### config.mk
export PLATFORM = sky130hd
export DESIGN_NAME = keyed_timeout_state_table
export DESIGN_NICKNAME = d
export VERILOG_FILES = /design/src/kts_pkg.sv /design/src/kts_scan_unit.sv /design/src/keyed_timeout_state_table.sv
export SDC_FILE = /design/constraint.sdc
export NUM_CORES = 1
export LEC_CHECK = 0
export ABC_AREA = 0
export BUFFER_PORTS_ARGS = -buffer_cell sky130_fd_sc_hd__buf_2
export CORE_MARGIN = 10
export CORE_UTILIZATION = 55
export DETAILED_ROUTE_END_ITERATION = 16
export PLACE_DENSITY = 0.75
export SLEW_MARGIN = 40
export SYNTH_ARGS = -nofsm -noshare
export SYNTH_HDL_FRONTEND = slang
export SYNTH_HIERARCHICAL = 1
export SYNTH_SLANG_ARGS = --single-unit
export TNS_END_PERCENT = 20
### constraint.sdc
create_clock -name aclk -period 5.9 [get_ports aclk]
set_input_delay 0.295 -clock aclk [delete_from_list [all_inputs] [get_ports aclk]]
set_output_delay 0.295 -clock aclk [all_outputs]
set_load 0.02 [all_outputs]
### src/kts_pkg.sv
// Package for the keyed timeout state table: opcodes, record kinds, FSM states.
// Used by kts_scan_unit and keyed_timeout_state_table.
package kts_pkg;
    localparam int TABLE_ENTRIES_DEF = 16;
    localparam int ADDRESS_BITS_DEF  = 8;
    localparam int TIMEOUT_BITS_DEF  = 16;

    localparam logic [1:0] OP_ADD       = 2'd0;
    localparam logic [1:0] OP_ERASE_KEY = 2'd1;
    localparam logic [1:0] OP_ERASE_ADR = 2'd2;
    localparam logic [1:0] OP_TICK      = 2'd3;

    localparam logic KIND_EVENT = 1'b0;
    localparam logic KIND_DONE  = 1'b1;

    typedef enum logic [3:0] {
        ST_IDLE,
        ST_SCAN,
        ST_ADD_DECIDE,
        ST_EMIT_OLD,
        ST_EMIT_NEW,
        ST_TICK_SCAN,
        ST_TICK_PICK,
        ST_TICK_EMIT,
        ST_DONE
    } state_t;

    typedef struct packed {
        logic       kind;
        logic [7:0] addr;
        logic [31:0] msg;
        logic [7:0] prio;
        logic       act;
        logic       full;
    } record_t;
endpackage

### src/kts_scan_unit.sv
// Shared key compare unit for the state table: one slot per cycle.
// Depends on kts_pkg.
module kts_scan_unit #(
    parameter int ADDRESS_BITS = kts_pkg::ADDRESS_BITS_DEF
) (
    input  logic [ADDRESS_BITS-1:0] slot_addr,
    input  logic [31:0]             slot_msg,
    input  logic                    slot_active,
    input  logic [ADDRESS_BITS-1:0] key_addr,
    input  logic [31:0]             key_msg,
    input  logic [ADDRESS_BITS-1:0] best_addr,
    input  logic [31:0]             best_msg,
    output logic                    addr_hit,
    output logic                    key_hit,
    output logic                    less_than_best
);
    assign addr_hit       = slot_active && (slot_addr == key_addr);
    assign key_hit        = addr_hit && (slot_msg == key_msg);
    assign less_than_best = {slot_addr, slot_msg} < {best_addr, best_msg};
endmodule

### src/keyed_timeout_state_table.sv
// Keyed timeout state table, top level. Depends on kts_pkg and kts_scan_unit.
// Sequence: an item scans the table one slot per cycle, then emits its records one per
// cycle while the output is free; a tick first counts down in a scan of its own, and
// each expiry is then picked by a full scan. Not ready while an item is in work; result
// stalls add cycles. Reset (aresetn low, synchronous) clears active flags and the
// sequencer; key, priority, counter stores are not.
module keyed_timeout_state_table #(
    parameter int TABLE_ENTRIES = kts_pkg::TABLE_ENTRIES_DEF,
    parameter int ADDRESS_BITS  = kts_pkg::ADDRESS_BITS_DEF,
    parameter int TIMEOUT_BITS  = kts_pkg::TIMEOUT_BITS_DEF
) (
    input  logic        aclk,
    input  logic        aresetn,
    input  logic        s_tvalid,
    output logic        s_tready,
    // opcode[1:0], source_address[9:2], message_code[41:10], priority_req[49:42],
    // timeout_ticks[65:50], zero fill
    input  logic [71:0] s_tdata,
    output logic        m_tvalid,
    input  logic        m_tready,
    // event_address[7:0], event_message[39:8], event_priority[47:40],
    // event_active[48], table_full[49], zero fill
    output logic [55:0] m_tdata,
    output logic        m_tuser, // record_kind
    output logic        m_tlast
);
    localparam int IW = (TABLE_ENTRIES > 1) ? $clog2(TABLE_ENTRIES) : 1;
    localparam logic [IW-1:0] LAST_IDX = IW'(TABLE_ENTRIES - 1);

    logic [ADDRESS_BITS-1:0] mem_addr [TABLE_ENTRIES];
    logic [31:0]             mem_msg  [TABLE_ENTRIES];
    logic [7:0]              mem_prio [TABLE_ENTRIES];
    logic [TIMEOUT_BITS-1:0] mem_cnt  [TABLE_ENTRIES];
    logic [TABLE_ENTRIES-1:0] active_reg, expire_reg;

    kts_pkg::state_t state_reg, state_next;
    logic [IW-1:0] idx_reg, idx_next;
    logic [1:0] op_reg;
    logic [ADDRESS_BITS-1:0] key_addr_reg;
    logic [31:0] key_msg_reg;
    logic [7:0] prio_reg;
    logic [TIMEOUT_BITS-1:0] tmo_reg;
    logic hit_reg, free_reg, best_reg;
    logic [IW-1:0] hit_idx_reg, free_idx_reg, best_idx_reg;
    logic [ADDRESS_BITS-1:0] best_addr_reg;
    logic [31:0] best_msg_reg;
    logic full_reg;
    kts_pkg::record_t rec_reg;
    logic out_valid_reg;

    logic addr_hit, key_hit, less;
    kts_scan_unit #(.ADDRESS_BITS(ADDRESS_BITS)) u_scan (
        .slot_addr(mem_addr[idx_reg]), .slot_msg(mem_msg[idx_reg]),
        .slot_active(active_reg[idx_reg]), .key_addr(key_addr_reg),
        .key_msg(key_msg_reg), .best_addr(best_addr_reg), .best_msg(best_msg_reg),
        .addr_hit(addr_hit), .key_hit(key_hit), .less_than_best(less)
    );

    logic out_free;
    logic rec_load;
    assign out_free = !out_valid_reg || m_tready;
    assign rec_load = out_free && (state_reg == kts_pkg::ST_EMIT_OLD ||
                                   state_reg == kts_pkg::ST_EMIT_NEW ||
                                   state_reg == kts_pkg::ST_TICK_EMIT ||
                                   state_reg == kts_pkg::ST_DONE);
    assign s_tready = (state_reg == kts_pkg::ST_IDLE);
    assign m_tvalid = out_valid_reg;
    assign m_tuser  = rec_reg.kind;
    assign m_tlast  = rec_reg.kind;
    assign m_tdata  = {6'd0, rec_reg.full, rec_reg.act, rec_reg.prio, rec_reg.msg,
                       rec_reg.addr};

    always_comb begin
        state_next = state_reg;
        idx_next   = idx_reg;
        unique case (state_reg)
            kts_pkg::ST_IDLE: if (s_tvalid) begin
                idx_next   = '0;
                state_next = (s_tdata[1:0] == kts_pkg::OP_TICK) ?
                             kts_pkg::ST_TICK_SCAN : kts_pkg::ST_SCAN;
            end
            kts_pkg::ST_SCAN: begin
                idx_next = idx_reg + 1'b1;
                if (idx_reg == LAST_IDX)
                    state_next = (op_reg == kts_pkg::OP_ADD) ?
                                 kts_pkg::ST_ADD_DECIDE : kts_pkg::ST_DONE;
            end
            kts_pkg::ST_ADD_DECIDE:
                state_next = (hit_reg && mem_prio[hit_idx_reg] != prio_reg) ?
                             kts_pkg::ST_EMIT_OLD :
                             (!hit_reg && free_reg) ? kts_pkg::ST_EMIT_NEW :
                             kts_pkg::ST_DONE;
            kts_pkg::ST_EMIT_OLD: if (out_free) state_next = kts_pkg::ST_EMIT_NEW;
            kts_pkg::ST_EMIT_NEW: if (out_free) state_next = kts_pkg::ST_DONE;
            kts_pkg::ST_TICK_SCAN: begin
                idx_next = idx_reg + 1'b1;
                if (idx_reg == LAST_IDX) begin
                    idx_next   = '0;
                    state_next = kts_pkg::ST_TICK_PICK;
                end
            end
            kts_pkg::ST_TICK_PICK: begin
                idx_next = idx_reg + 1'b1;
                if (idx_reg == LAST_IDX)
                    state_next = (best_reg || (expire_reg[idx_reg] &&
                                  (!best_reg || less))) ?
                                 kts_pkg::ST_TICK_EMIT : kts_pkg::ST_DONE;
            end
            kts_pkg::ST_TICK_EMIT: if (out_free) begin
                idx_next   = '0;
                state_next = kts_pkg::ST_TICK_PICK;
            end
            kts_pkg::ST_DONE: if (out_free) state_next = kts_pkg::ST_IDLE;
            default: state_next = kts_pkg::ST_IDLE;
        endcase
    end

    always_ff @(posedge aclk) begin
        if (!aresetn) begin
            state_reg     <= kts_pkg::ST_IDLE;
            idx_reg       <= '0;
            active_reg    <= '0;
            expire_reg    <= '0;
            out_valid_reg <= 1'b0;
            hit_reg       <= 1'b0;
            free_reg      <= 1'b0;
            best_reg      <= 1'b0;
            full_reg      <= 1'b0;
        end else begin
            state_reg <= state_next;
            idx_reg   <= idx_next;
            if (rec_load)
                out_valid_reg <= 1'b1;
            else if (m_tready)
                out_valid_reg <= 1'b0;
            unique case (state_reg)
                kts_pkg::ST_IDLE: if (s_tvalid) begin
                    op_reg       <= s_tdata[1:0];
                    key_addr_reg <= s_tdata[2 +: ADDRESS_BITS];
                    key_msg_reg  <= s_tdata[41:10];
                    prio_reg     <= s_tdata[49:42];
                    tmo_reg      <= s_tdata[50 +: TIMEOUT_BITS];
                    hit_reg      <= 1'b0;
                    free_reg     <= 1'b0;
                    best_reg     <= 1'b0;
                    full_reg     <= 1'b0;
                end
                kts_pkg::ST_SCAN: begin
                    if (key_hit && !hit_reg) begin
                        hit_reg     <= 1'b1;
                        hit_idx_reg <= idx_reg;
                    end
                    if (!active_reg[idx_reg] && !free_reg) begin
                        free_reg     <= 1'b1;
                        free_idx_reg <= idx_reg;
                    end
                    if ((op_reg == kts_pkg::OP_ERASE_KEY && key_hit && !hit_reg) ||
                        (op_reg == kts_pkg::OP_ERASE_ADR && addr_hit))
                        mem_cnt[idx_reg] <= TIMEOUT_BITS'(1);
                end
                kts_pkg::ST_ADD_DECIDE: begin
                    if (hit_reg) begin
                        mem_cnt[hit_idx_reg] <= tmo_reg;
                    end else if (free_reg) begin
                        active_reg[free_idx_reg] <= 1'b1;
                        mem_addr[free_idx_reg]   <= key_addr_reg;
                        mem_msg[free_idx_reg]    <= key_msg_reg;
                        mem_prio[free_idx_reg]   <= prio_reg;
                        mem_cnt[free_idx_reg]    <= tmo_reg;
                    end else begin
                        full_reg <= 1'b1;
                    end
                end
                kts_pkg::ST_EMIT_OLD: if (out_free) begin
                    rec_reg <= '{kind: kts_pkg::KIND_EVENT,
                                 addr: 8'(key_addr_reg), msg: key_msg_reg,
                                 prio: mem_prio[hit_idx_reg], act: 1'b0, full: 1'b0};
                    mem_prio[hit_idx_reg] <= prio_reg;
                end
                kts_pkg::ST_EMIT_NEW: if (out_free) begin
                    rec_reg <= '{kind: kts_pkg::KIND_EVENT,
                                 addr: 8'(key_addr_reg), msg: key_msg_reg,
                                 prio: prio_reg, act: 1'b1, full: 1'b0};
                end
                kts_pkg::ST_TICK_SCAN: if (active_reg[idx_reg]) begin
                    if (mem_cnt[idx_reg] != '0)
                        mem_cnt[idx_reg] <= mem_cnt[idx_reg] - 1'b1;
                    else
                        expire_reg[idx_reg] <= 1'b1;
                end
                kts_pkg::ST_TICK_PICK:
                    if (expire_reg[idx_reg] && (!best_reg || less)) begin
                        best_reg      <= 1'b1;
                        best_idx_reg  <= idx_reg;
                        best_addr_reg <= mem_addr[idx_reg];
                        best_msg_reg  <= mem_msg[idx_reg];
                    end
                kts_pkg::ST_TICK_EMIT: if (out_free) begin
                    rec_reg <= '{kind: kts_pkg::KIND_EVENT,
                                 addr: 8'(mem_addr[best_idx_reg]),
                                 msg: mem_msg[best_idx_reg],
                                 prio: mem_prio[best_idx_reg], act: 1'b0, full: 1'b0};
                    expire_reg[best_idx_reg] <= 1'b0;
                    active_reg[best_idx_reg] <= 1'b0;
                    best_reg <= 1'b0;
                end
                kts_pkg::ST_DONE: if (out_free) begin
                    rec_reg <= '{kind: kts_pkg::KIND_DONE, addr: 8'd0, msg: 32'd0,
                                 prio: 8'd0, act: 1'b0, full: full_reg};
                end
                default: ;
            endcase
        end
    end
endmodule
== Word level (Yosys, flattened, before mapping) ==
Memories as Yosys holds them, arrays and structs flattened. A register that Yosys moved wholly into a read port is not among the register bits.
Cells that the tools add are included.

* Multiply operators: 0
* Equal/unequal tests: 31
* Mux-type cells: 95
* Reduce and logical (&&, ||, !) cells: 54
* Shift-type cells: 0
* Magnitude comparators: 7
* Div/mod/pow operators: 0
* Bitwise logic cells: 6
* Add/sub/neg operators: 2

{| class="wikitable"
|+ Operators with widths
! kind !! count
|-
| 51-bit 2-to-1 mux || 4
|-
| 51-bit case mux with 4 select lines || 1
|-
| 16-bit 2-to-1 mux || 9
|-
| 4-bit 2-to-1 mux || 27
|-
| 16-bit case mux with 2 select lines || 2
|-
| 40-bit < comparator || 1
|-
| 1-bit 2-to-1 mux || 39
|-
| 4-bit case mux with 9 select lines || 1
|-
| 16-bit bitwise AND || 2
|-
| 32-bit == test || 1
|-
| 16-bit OR || 2
|-
| 16-bit OR reduction || 2
|-
| 2-bit inequality test (second input constant) || 15
|-
| 3-bit AND reduction || 7
|-
| 4-bit by 3-bit == test with 1-bit output (second input constant) || 4
|-
| 16-bit NOT || 1
|-
| 4-bit case mux with 4 select lines || 1
|-
| 4-bit AND reduction || 4
|-
| 16-bit nonzero test || 1
|-
| 16-bit by 1-bit subtractor with 16-bit output (second input constant) || 1
|-
| 4-bit by 5-bit < comparator with 1-bit output (second input constant) || 3
|-
| 1-bit logical AND || 14
|-
| 1-bit demux with 4-bit select || 3
|-
| 4-bit by 1-bit greater-or-equal comparator with 1-bit output (second input constant) || 3
|-
| other kinds (26) || 47
|}

* Word-level logic and storage cells: 224
* Bits in writable memories: 1,024
* Register bits after elaboration: 214
* Memory bits (read-only): 0
* Output and inout port bits: 60
* Input port bits: 76
* Memories: 4
* Latch bits: 0

{| class="wikitable"
|+ Memories
! name !! depth !! width !! rd ports !! clocked after memory_dff !! wr ports !! line !! source
|-
| mem_msg || 16 || 32 || 2 || 2 || 1 || keyed_timeout_state_table.sv:31 || <nowiki>logic [31:0] mem_msg [TABLE_ENTRIES];</nowiki>
|-
| mem_cnt || 16 || 16 || 1 || 1 || 1 || keyed_timeout_state_table.sv:33 || <nowiki>logic [TIMEOUT_BITS-1:0] mem_cnt [TABLE_ENTRIES];</nowiki>
|-
| mem_addr || 16 || 8 || 2 || 2 || 1 || keyed_timeout_state_table.sv:30 || <nowiki>logic [ADDRESS_BITS-1:0] mem_addr [TABLE_ENTRIES];</nowiki>
|-
| mem_prio || 16 || 8 || 2 || 2 || 1 || keyed_timeout_state_table.sv:32 || <nowiki>logic [7:0] mem_prio [TABLE_ENTRIES];</nowiki>
|}

== Logic depth before layout (Yosys ltp) ==
Gate-level depths: netlist of the first run.

* Depth in word-level cells: 14
* Mapped depth: 22

== By module ==
Netlist of the first run, hierarchy kept.

{| class="wikitable"
|+ Modules (own cells, without submodules)
! module !! area an instance (um^2) !! sequential area each (um^2) !! times used !! cells an instance
|-
| keyed_timeout_state_table || 53,822.9 || 36,965.5 || 1 || 2,572
|-
| kts_scan_unit || 1,407.6 || 0.0 || 1 || 193
|}

== Worst setup path after synthesis of the first run ==
No wires, ideal clock.

* Kind: register to register
* From: reg (tool-made name)
* To: mem mem_cnt[12][0] (netlist name) (enable)
* Stages on the path, launching flop included: 19
* Required time: 5.491 ns
* Path slack: -0.191 ns
* Period minus slack after synthesis: 6.091 ns
* Library setup time: 0.409 ns
* Arrival: 5.682 ns
* Path through: dfxtp_1 buf_2 buf_4 buf_4 buf_2 clkbuf_1 buf_1 mux4_2 mux4_2 xor2_1 nor4_1 and3_1 and3_1 nor4b_1 a31oi_1 o21ai_0 a21oi_2 buf_2 nor3_1

{| class="wikitable"
|+ RTL lines
! item !! line
|-
| end, declared || keyed_timeout_state_table.sv:33
|}

==> results of run 1 <==
cells in the mapped netlist (all sizes together) (2+ instances only):
library cell / n / area share (%)
a22oi: 29 / 0.39
or4: 2 / 0.027
nand4b: 2 / 0.032
xnor2: 46 / 0.73
a211oi: 8 / 0.13
xor2: 16 / 0.25
o31ai: 10 / 0.14
a221o: 7 / 0.13
nand4: 21 / 0.25
edfxtp: 1193 / 65
nor4: 8 / 0.10
o21a: 2 / 0.027
and2: 5 / 0.057
nand3: 47 / 0.43
o41ai: 5 / 0.12
a21boi: 6 / 0.082
a22o: 43 / 0.68
mux2i: 19 / 0.34
or3b: 2 / 0.032
nor4b: 3 / 0.048
mux4: 550 / 22
mux2: 7 / 0.14
buf: 71 / 0.65
o21ai: 38 / 0.34
a21o: 5 / 0.068
or2: 4 / 0.045
a31oi: 10 / 0.11
ha: 44 / 1.0
dfxtp: 57 / 2.1
o211ai: 10 / 0.14
nand2: 107 / 0.73
nor2b: 36 / 0.41
a221oi: 6 / 0.095
clkbuf: 109 / 0.74
nand2b: 12 / 0.14
and3: 8 / 0.091
a21oi: 31 / 0.29
nor3: 25 / 0.23
nand3b: 3 / 0.041
inv: 55 / 0.37
or3: 3 / 0.043
nor3b: 8 / 0.12
nor2: 73 / 0.50
through the flow:
| stage | setup TNS (ps) | worst slack [ps] | power [uW] | cells |
|---|---|---|---|---|
| after floorplan | -35690 | -191 | 12100 | 2770 |
| after global placement | 0 | 334 | 12800 | 4127 |
| after detailed placement | 0 | 222 | 12900 | 4138 |
| after CTS | 0 | 178 | 21100 | 4447 |
| after global routing | 0 | 54.1 | 21600 | 4448 |
| final | 0 | 186 | 21000 | 4449 |
cell type report:
class	instances	share of cell area (%)
Antenna cell	1	0.00395
Inverter	55	0.326
Clock inverter	81	1.20
Multi-Input combinational cell	1285	27.8
Sequential cell	1250	58.4
Timing Repair Buffer	319	4.16
Tap cell	1298	2.56
Clock buffer	160	5.56
cells by family (layout without fill, tap and decap cells):
family	count (synthesis)	count (layout)	synth area share [%]
DFF	1250	1250	66.9
and+or+nand+nor	372	372	3.35
muxes	576	576	23.0
xor gates and xnor gates	62	62	0.983
other	1	7	0.00679
AOI/OAI and AO/OA	225	225	3.00
adders and majority gates	44	44	0.997
buffers and inverters	235	615	1.77
critical path, stage by stage (launching register included):
cell     delay (ps)
dfxtp_4         480
buf_12          380
buf_4           250
mux4_2          530
mux4_2          570
xor2_1          180
nor4_1          530
and3_1          460
and3_1          450
nor4b_1         300
a31oi_1          80
o21ai_0         390
a21oi_4         200
nor3_2          270
buf_4           270
repair_timing:
item | 4_1_cts | 5_1_grt
setup endpoints to repair | 0 | 36
hold buffers | 68 | 0
gates resized for setup | 0 | 1
endpoints found under the hold margin | 70 | 0
metal layers:
metal  vias to the layer above  track usage, %  share of wire [%]
li1                      12300               -                  -
met1                     15965            33.3                 37
met2                      1810            40.4                 50
met3                       303            4.54                9.1
met4                         0            8.54                3.4
met5                         -               0                  0
where the power goes:
group	switching (uW)	total [uW]	internal (uW)
sequential	303	10300	10000
clock	3410	8200	4790
combinational	1350	2450	1100
total	5060	21000	15900
final timing paths:
| path | start | end | slack [ps] | cells past startpoint |
|---|---|---|---|---|
| setup / recovery | register | mem_cnt[1][4] | 190 | 14 |
| hold / removal | aresetn | state_reg[2] | 230 | 3 |
| setup reg to reg | register | mem_cnt[1][4] | 190 | 14 |
| hold reg to reg | expire_reg[13] | expire_reg[13] | 470 | 2 |
==> impl_results.md, run 1 <==
* Final wirelength at 139,000 um
* Port bufs at 123
* Regs by FF count: mem_msg (512), mem_cnt (256)
* FP Rows at 116
* H-Tree Depth at 4
* Fin crit share at 96.9%
* Grt total ovfl at 0
* Num ports at 136
* Drt wl/cell at roughly 31 um
* Most common cell after layout, fill and taps aside: edfxtp_1
* Slew @ Worst Pin at 902 ps
* Final Util at 63.4%
* Die Footprint at 113,000 um^2
* Leakage power at 0.0207 uW
* CP Launch Type: register
* Req. time, crit path at 6310 ps
* Top_reg_cell synth: edfxtp_1
* CTS tree: built
* Placer Congestion at around 0.84
* Bufs on Longest Clock Path at 3
* Die height at between 300 and 400 um
* Period minus WS final at 5710 ps
* Synth Register Bits at 1,250
* Antenna-violating nets left at 0
* Fin. Hold Viols at 0
* Root Driver: clkbuf_16
* Largest Register: mem_msg
* Number of global-route vias before repair at 31,459
* HP Class: input pin to register
* Via count at 30,378
* Status: finished clean
* Ys Warns at 6
* Sink Count at 1,250
* Fin Clk Skew at 31.4 ps
* Clk_lat worst skew at between 700 and 800 ps
* Seq/Total Area, Yosys at 66.9%
* Commonest cells after routing, fill and taps aside: 1,193 x edfxtp_1, 543 x mux4_2, 135 x clkbuf_16
* Gr usage total at 24.6%
* Router iterations before antenna repair at 6
* Fin Hold WS at around 230 ps
* Fraction of layout cells with a size suffix above 1 at 34.2%
* Multi-input gate area at 17,600 um^2
* Post-CTS Setup Inserts at 0
* Worst setup EP type: register
* RSZ-0062 raised after global routing: false
* EDFF count, synth at around 1,200
* FF/Latch Area at 37,000 um^2
* Core ar. at 99,900 um^2
* First-pass GRT wire length at 207,000 um
* Cells after Synth at 2,765
* Placed cell area at 58,400 um^2
* Final setup fails at 0
* Design Area, Final at 63,400 um^2
* Pwr dens at 331 nW/um^2
* Slew HR at 39.3%
* Fillcell total at 6,569
* TritonCTS buffer count at 132
* Initial antenna violation count at 0
* Die width at between 300 and 400 um
* Avg Inst Size Synth at ~20 um^2
* Maxcap violations at 0
* Max-slew violations at 0
* Count of nets after finishing at 3,163
* Netlist Area Pre-Place at around 55,000 um^2
* Asr flop ratio synth at 0%
* CP Max Fanout at 40
* Clock Pin Slew Worst Setup and Hold Paths at 70 ps
* Largest net degree at the start of global routing at slightly above 100
* P&R area growth vs syn at 14.7%
* Starting DRT DRC Count at 3,626
* Fmax at roughly 170 MHz
* VDD IR-drop max at just over 0.3 mV
* Starting density of the core at 55.3%
* DRC violations left at 0
* Synth cell types at 78
* Setup CP Type: register to register
* DP HPWL at 83,900 um
* Largest register FFs at roughly 510
* Drt via density at 6.83
* Arrival @ worst endpoint at 6120 ps
(Power assumes the default switching activity.)
==> run 2: changes to the inputs <==
==> constraint.sdc (replaced) <==
create_clock -name aclk -period 5.9 [get_ports aclk]
set_input_delay 1.18 -clock aclk [delete_from_list [all_inputs] [get_ports aclk]]
set_output_delay 1.18 -clock aclk [all_outputs]
set_load 0.02 [all_outputs]
==> impl_results.md, run 2 (synthesized netlist as in run 1, its figures left out) <==
* Status: finished clean
* Root Driver: clkbuf_16
* Leakage power at 0.0203 uW (-2.0%)
* Regs by FF count: mem_msg (512), mem_cnt (256)
* CTS resizes at 0 (unchanged)
* Die height at 337 um (unchanged)
* P&R area growth vs syn at 13.1%
* Pwr Total at 20,700 uW (-1.5%)
* Final setup fails at 0 (unchanged)
* DRC violations left at 0 (unchanged)
* Core ar. at 99,900 um^2 (unchanged)
* Hold_buf cts at 0 (-100%)
* Pwr dens at 331 nW/um^2 (-0.15%)
* Period minus WS final at 5530 ps (-185 ps)
* Num ports at 136 (unchanged)
* Die width at 337 um (unchanged)
* DP HPWL at 81,100 um (-3.3%)
* Grt total ovfl at 0 (unchanged)
* Setup CP Type: register to register
* Clk_lat worst skew at 750 ps (+20 ps)
* Commonest cells after routing, fill and taps aside: 1,193 x edfxtp_1, 543 x mux4_2, 137 x clkbuf_16
* Arrival @ worst endpoint at 5950 ps (-170 ps)
* Largest Register: mem_msg
* Fin worst setup slack at 370 ps (+185 ps)
* Number of global-route vias before repair at 31,442 (-0.054%)
* Final Util at 62.6% (-0.88 points)
* Die Footprint at 113,000 um^2 (unchanged)
* RSZ-0062 raised after global routing: false
* HP Class: register to register
* H-Tree Depth at 4 (unchanged)
* Bufs on Longest Clock Path at 3 (unchanged)
* Port bufs at 123 (unchanged)
* Req. time, crit path at 6320 ps (about the same)
* CP Launch Type: register
* Antenna-violating nets left at 0 (unchanged)
* Sink Count at 1,250 (unchanged)
* Fin. Hold Viols at 0 (unchanged)
* Worst setup EP type: register
* Largest net degree at the start of global routing at 99 (-2.0%)
* Post-CTS Setup Inserts at 0 (unchanged)
* Drt wl/cell at 31.6 um (+1.3%)
* Maxcap violations at 0 (unchanged)
* CP Max Fanout at 29 (-28%)
* CTS tree: built
* TritonCTS buffer count at 132 (unchanged)
* Largest register FFs at 512 (unchanged)
* Initial antenna violation count at 3 (+3)
* Slew @ Worst Pin at 885 ps (-16.7 ps)
* Fraction of layout cells with a size suffix above 1 at 34.6% (+0.40 points)
* FP Rows at 116 (unchanged)
* Fin crit share at 93.7% (-3.1 points)
* Fin Clk Skew at 28.5 ps (-2.95 ps)
* Starting DRT DRC Count at 3,767 (+3.9%)
* Placer Congestion at 0.864 (+2.6%)
* First-pass GRT wire length at 205,000 um (-0.93%)
* Fin Hold WS at 476 ps (+249 ps)
* # diodes at 0 (-1)
* Router iterations before antenna repair at 6 (unchanged)
* Count of nets after finishing at 3,088 (-2.4%)
* Fmax at 181 MHz (+3.3%)
* Max-slew violations at 0 (unchanged)
* Most common cell after layout, fill and taps aside: edfxtp_1
* Via count at 29,885 (-1.6%)
* VDD IR-drop max at 0.249 mV (-19%)
* Final wirelength at 138,000 um (-0.56%)
* Clock Pin Slew Worst Setup and Hold Paths at 60 ps (about the same)
* Starting density of the core at 55.3% (unchanged)
* Gr usage total at 24.6% (-0.084 points)
* Worst slack at placement at 397 ps (+175 ps)
* Drt via density at 6.84 (+0.20%)
* Slew HR at 40.4% (+1.1 points)
## run 2: cell types whose count changed in the layout (fill, tap and decap cells not counted), moves of 5 or more
| cell | change |
|---|---|
| buf_12 | +8 |
| buf_6 | +5 |
| dlygate4sd3_1 | -68 |
| bufinv_16 | -7 |
| clkinv_1 | -6 |
| buf_4 | -16 |
| clkbuf_1 | +8 |
## run 2: final timing paths
check	startpoint	end	slack (ps)	depth (start not counted)
worst max-delay path	register	mem_cnt[7][8]	370	15
worst min-delay path	expire_reg[4]	expire_reg[4]	480	2
worst max register to register	register	mem_cnt[7][8]	370	15
worst min register to register	expire_reg[4]	expire_reg[4]	480	2
## run 2: critical path, cell delays in order, from the launching register on
cell and delay (ps):
dfxtp_4 530, buf_12 290, buf_4 240, mux4_2 530, mux4_2 540, xnor2_1 200
nand4_1 130, nor4_1 360, and3_1 440, and3_1 450, nor4b_1 270, a31oi_1 60
o21ai_0 390, a21oi_4 200, nor3_2 260, buf_4 270
## run 2: metrics by stage
step           setup TNS [ps]  cell area (um^2)  std cells
2_1_floorplan          -35690             55200       2770
6_report                    0             62500       4368
3_5_place_dp                0             58400       4132
5_1_grt                     0             62500       4368
4_1_cts                     0             62500       4368
3_3_place_gp                0             58100       4123
## run 2: layout make-up
cell class,count,area (um^2)
clock buffer,168,3570
clock inverter,68,513
fill,6708,37400
inverter,55,206
multi-input combinational,1285,17600
sequential,1250,37000
tap,1298,1620
timing repair buffer,244,1950
## run 2: metal layers
metal	track usage [%]	part of all wire, %
met1	32.6	37
met2	40.3	50
met3	4.70	9.5
met4	9.57	3.6
met5	0	0.015
## run 2: where the power goes
| part | total (uW) | switching, uW | internal [uW] |
|---|---|---|---|
| logic | 2440 | 1350 | 1090 |
| registers | 10300 | 292 | 10000 |
| clock network | 7910 | 3390 | 4510 |
